===== src/hdl/fec_pkg.sv =====
// Shared constants, types and a helper function for the feedback echo comb.
package fec_pkg;

  // Sample format
  localparam int SAMPLE_W = 16;
  localparam logic signed [SAMPLE_W-1:0] SAMPLE_MAX = 16'sh7FFF;
  localparam logic signed [SAMPLE_W-1:0] SAMPLE_MIN = 16'sh8000;

  // Delay store geometry
  localparam int STORE_DEPTH = 65536;
  localparam int ADDR_W = $clog2(STORE_DEPTH);
  localparam int CNT_W = $clog2(STORE_DEPTH + 1);

  // Configuration registers
  localparam int CFG_W = 16;
  localparam int CFG_IDX_W = 2;

  typedef enum logic [CFG_IDX_W-1:0] {
    REG_DELAY_SAMPLES = 2'd0,
    REG_DECAY         = 2'd1
  } cfg_reg_t;

  // Handshake events from the top level to the address unit
  typedef struct packed {
    logic accept;  // new beat enters the compute stage, store read issued
    logic fire;    // compute stage result leaves and is written back
  } addr_ctl_t;

  // Per-beat read qualifiers, registered alongside the store read
  typedef struct packed {
    logic fwd;     // echo comes from the result written in the read cycle
    logic zero;    // entry not written since reset, reads as zero
  } rd_tag_t;

  // Delay of zero acts as one; clamp to the longest delay the store holds
  function automatic logic [ADDR_W-1:0] eff_delay(input logic [CFG_W-1:0] ds);
    logic [ADDR_W-1:0] d;
    if (ds == '0) begin
      d = ADDR_W'(1);
    end else if (32'(ds) > 32'(STORE_DEPTH - 1)) begin
      d = ADDR_W'(STORE_DEPTH - 1);
    end else begin
      d = ADDR_W'(ds);
    end
    return d;
  endfunction

endpackage


===== src/hdl/fec_addr.sv =====
// Address unit: write pointer, echo read address, fill count and forwarding check.
module fec_addr import fec_pkg::*; (
  input  logic              clk,
  input  logic              rst,
  input  logic [CFG_W-1:0]  delay_samples,
  input  addr_ctl_t         ctl,
  output logic [ADDR_W-1:0] raddr,
  output logic [ADDR_W-1:0] waddr,
  output rd_tag_t           tag
);

  logic [ADDR_W-1:0] wp;
  logic [ADDR_W-1:0] wp_next;
  logic [CNT_W-1:0]  fill;
  logic [ADDR_W-1:0] dly;
  logic [ADDR_W:0]   diff;

  assign dly = eff_delay(delay_samples);

  // Echo address = write pointer minus delay, modulo store depth
  always_comb begin
    diff = {1'b0, wp} - {1'b0, dly};
    if (diff[ADDR_W]) begin
      raddr = ADDR_W'(diff + (ADDR_W + 1)'(STORE_DEPTH));
    end else begin
      raddr = diff[ADDR_W-1:0];
    end
  end

  assign wp_next = (wp == ADDR_W'(STORE_DEPTH - 1)) ? '0 : wp + 1'b1;

  // Pointer and fill count advance per accepted beat
  always_ff @(posedge clk) begin
    if (rst) begin
      wp   <= '0;
      fill <= '0;
      tag  <= '0;
    end else if (ctl.accept) begin
      wp <= wp_next;
      if (fill != CNT_W'(STORE_DEPTH)) begin
        fill <= fill + 1'b1;
      end
      // the beat in the compute stage writes its result this same cycle
      tag.fwd  <= ctl.fire && (waddr == raddr);
      // fewer beats since reset than the delay: entry was never written
      tag.zero <= fill < CNT_W'(dly);
    end
  end

  // Write address of the beat held in the compute stage
  always_ff @(posedge clk) begin
    if (ctl.accept) begin
      waddr <= wp;
    end
  end

endmodule


===== config.mk =====
export PLATFORM = sky130hd
export DESIGN_NAME = fec_addr
export DESIGN_NICKNAME = d
export VERILOG_FILES = /design/src/hdl/fec_pkg.sv /design/src/hdl/fec_addr.sv
export SDC_FILE = /design/constraint.sdc
export NUM_CORES = 1
export LEC_CHECK = 0
export BUFFER_PORTS_ARGS = -buffer_cell sky130_fd_sc_hd__buf_2
export CORE_ASPECT_RATIO = 0.5
export CORE_MARGIN = 3
export CORE_UTILIZATION = 55
export CTS_CLUSTER_DIAMETER = 50
export CTS_CLUSTER_SIZE = 25
export DETAILED_ROUTE_END_ITERATION = 6
export HOLD_SLACK_MARGIN = 0.05
export PLACE_DENSITY = 0.85
export SLEW_MARGIN = 10
export SYNTH_ARGS = -nofsm -noshare
export SYNTH_HDL_FRONTEND = slang
export SYNTH_SLANG_ARGS = --single-unit

===== constraint.sdc =====
create_clock -name clk -period 4.2 [get_ports clk]
set_input_delay 0.21 -clock clk [delete_from_list [all_inputs] [get_ports clk]]
set_output_delay 0.21 -clock clk [all_outputs]
set_load 0.02 [all_outputs]

==> results.sh <==
export IMPL_outcome="finished, final reports clean"
export IMPL_worstPathArrival_ns=3.30
export IMPL_drive_gt1_share_pct=14.1
export IMPL_clkTransAtPathRegs_ns=0.07
export IMPL_synth_warnings=0
export IMPL_p_leak_nw=1.94
export IMPL_diodes=0
export IMPL_synth_xor_area_share_pct=15.4
export IMPL_die_area_um2=7780
export IMPL_end_kind="primary output"
export IMPL_core_rowCount=20
export IMPL_routedWlPerCell_um=16.3
export IMPL_async_flop_share_pct=0
export IMPL_final_nets=524
export IMPL_synth_compound_area_share_pct=14.5
export IMPL_fin_setup_tns_ns=0
export IMPL_syn_num_nets=473
export IMPL_finClkSkew_ns=0.00674
export IMPL_clockBufferDepth=2
export IMPL_syn_inst=415
export IMPL_ios=54
export IMPL_power_mw=1.17
export IMPL_reg2reg_slack_ns=1.14
export IMPL_htreeDepth=2
export IMPL_start_util_pct=58.7
export IMPL_ys_flop_type="dfxtp_1"
export IMPL_syn_area_um2=3690
export IMPL_cts_resized_gates=0
export IMPL_path_max_fanout=4
export IMPL_coreArea_um2=6280
export IMPL_ir_worst_vdd_mv=0.148
export IMPL_firstDrtPassIters=5
export IMPL_power_density_nw_per_um2=279
export IMPL_track_usage_pct=23.4
export IMPL_post_cts_buffers=0
export IMPL_cts_sinks=51
export IMPL_finalCritPeriodShare_pct=83.6
export IMPL_root_buffer="clkbuf_16"
export IMPL_grt_start_max_net_pins=25
export IMPL_fmax_mhz=285
export IMPL_worstMarginPinSlew_ns=0.564
export IMPL_dieWidth_um=122
export IMPL_crit_required_ns=3.99
export IMPL_synth_distinct_cells=54
export IMPL_final_max_slew_viol_count=0
export IMPL_portBuffers=53
export IMPL_grt_pass1_wl_um=14600
export IMPL_area_delta_synth_final_pct=13.8
export IMPL_reg2regPathDepth=12
export IMPL_synth_simple_area_share_pct=20.9
export IMPL_hold_path_depth=2
export IMPL_syn_area_per_cell_um2=8.89
export IMPL_synth_edf_count=16
export IMPL_die_h_um=63.9
export IMPL_hold_path_class="input port to flip-flop"
export IMPL_via_count=3198
export IMPL_numCtsBuffers=5
export IMPL_synth_top_family_by_area="simple AND/OR/NAND/NOR gates"
export IMPL_seq_area_frac_synth_pct=32.0
export IMPL_wl_um=9020
export IMPL_drc=0
export IMPL_place_hpwl_um=6740
export IMPL_cts_tree="done"
export IMPL_cts_hold_repair_buffers=0
export IMPL_critical_path_class="input port to primary output"
export IMPL_viasPerCell=5.76
export IMPL_ys_ff_latch=51
export IMPL_start_kind="input port"
export IMPL_max_cap_viol_count=0
export IMPL_fin_crit_ns=3.51
export IMPL_muxShareOfSynthArea_pct=0.271
export IMPL_max_slew_margin_rel_pct=62.4
export IMPL_clk_latency_ns=0.29
export IMPL_gr_total_overflow=0
export IMPL_gp_congestion=0.903
export IMPL_antenna_found_initial=0
export IMPL_dr_first_iter_drc_count=229
export IMPL_ant_nets=0
export IMPL_rsz0062_at_grt="false"
export IMPL_grt_pass1_vias=3029
export IMPL_setup_viol=0
export IMPL_finalHoldViolCount=0
export IMPL_synth_fa_ha_area_share_pct=13.1
[report_power, final]
part	internal, mW	leakage, nW	switching [mW]
clock	0.259	0.0786	0.190
sequential	0.517	0.452	0.00964
combinational	0.0765	1.41	0.116
total	0.853	1.94	0.316
[final timing paths]
path,from,end
setup / recovery,delay_samples[8],raddr[14]
hold / removal,rst,fill[11]$_SDFFE_PP0P_
setup reg to reg,wp[0]$_SDFFE_PP0P_,tag[1]$_SDFFE_PP0P_
hold reg to reg,tag[0]$_SDFFE_PP0P_,tag[0]$_SDFFE_PP0P_
[synthesized netlist by cell type (7+ instances only)]
library cell,n,area [um2]
xnor2_1,25,219
nand4_1,10,62.6
nor4_1,8,50.1
nor2_1,51,191
edfxtp_1,16,480
nor3_1,8,40.0
nand2b_1,8,50.1
xor2_1,27,236
o21ai_0,9,45.0
ha_1,37,463
dfxtp_1,35,701
nand3_1,14,70.1
clkbuf_1,9,33.8
a21oi_1,25,125
a21o_1,9,67.6
nand2_1,28,105
and3_1,7,43.8
inv_1,28,105
[critical path, stage by stage]
cell and delay (ns):
buf_2 0.11, nor4_1 0.35, a41o_1 0.28, ha_1 0.16, inv_1 0.05, fa_1 0.41, a211o_1 0.36, a2111oi_4 0.41
nor4_1 0.16, or2_1 0.30, nor2_1 0.09, o21ai_0 0.09, xor2_1 0.16, buf_2 0.17
[state kept, by name, summed over array words and instances, names as in the netlist]
signal / count
waddr: 16
wp: 16
fill: 17
tag: 2
[layer usage]
layer | vias up | part of all wire (%) | wire length (um) | GRT usage (%)
met5 | - | 0 | 0 | 0
met4 | 0 | 1.5 | 138 | 6.28
met3 | 13 | 6.2 | 557 | 4.86
met2 | 90 | 47 | 4210 | 39.2
met1 | 1527 | 46 | 4120 | 30.8
li1 | 1568 | - | - | -
[logic make-up (layout without fill, tap and decap cells)]
| family | Yosys count | count (layout) |
|---|---|---|
| compound gates | 74 | 74 |
| xor+xnor | 57 | 57 |
| fa+ha+maj | 38 | 38 |
| buf+inv | 37 | 89 |
| flops | 51 | 51 |
| mux | 1 | 1 |
| simple gates | 157 | 157 |
[cells in the final DEF, fill, tap and decap left out, types with 8 or more instances in the layout]
cell / instances
nand4_1: 10
xor2_1: 27
a21oi_1: 25
nor2_1: 51
nor3_1: 8
edfxtp_1: 16
a21o_1: 9
nand2b_1: 8
nor4_1: 8
xnor2_1: 25
dfxtp_1: 35
ha_1: 37
nand3_1: 14
o21ai_0: 9
inv_1: 28
buf_2: 53
nand2_1: 28
[layout make-up]
class	count	area (um2)
multi-input combinational	327	2370
fill	486	2090
sequential	51	1180
timing repair buffer	53	265
clock buffer	6	150
tap	88	110
inverter	28	105
clock inverter	2	16.3
[through the flow]
| step | worst slack [ns] | cells | hold slack [ns] | util (%) | area [um2] |
|---|---|---|---|---|---|
| 3_3_place_gp | 0.671 | 547 | 0.442 | 64.1 | 4030 |
| 5_1_grt | 0.486 | 555 | 0.341 | 66.8 | 4200 |
| 2_1_floorplan | 1.13 | 415 | 0.322 | - | 3690 |
| 6_report | 0.689 | 555 | 0.324 | 66.8 | 4200 |
| 4_1_cts | 0.704 | 555 | 0.326 | 66.8 | 4200 |
| 3_5_place_dp | 0.675 | 547 | 0.449 | 64.1 | 4030 |
Note: power is estimated with default switching activity, not from simulation.
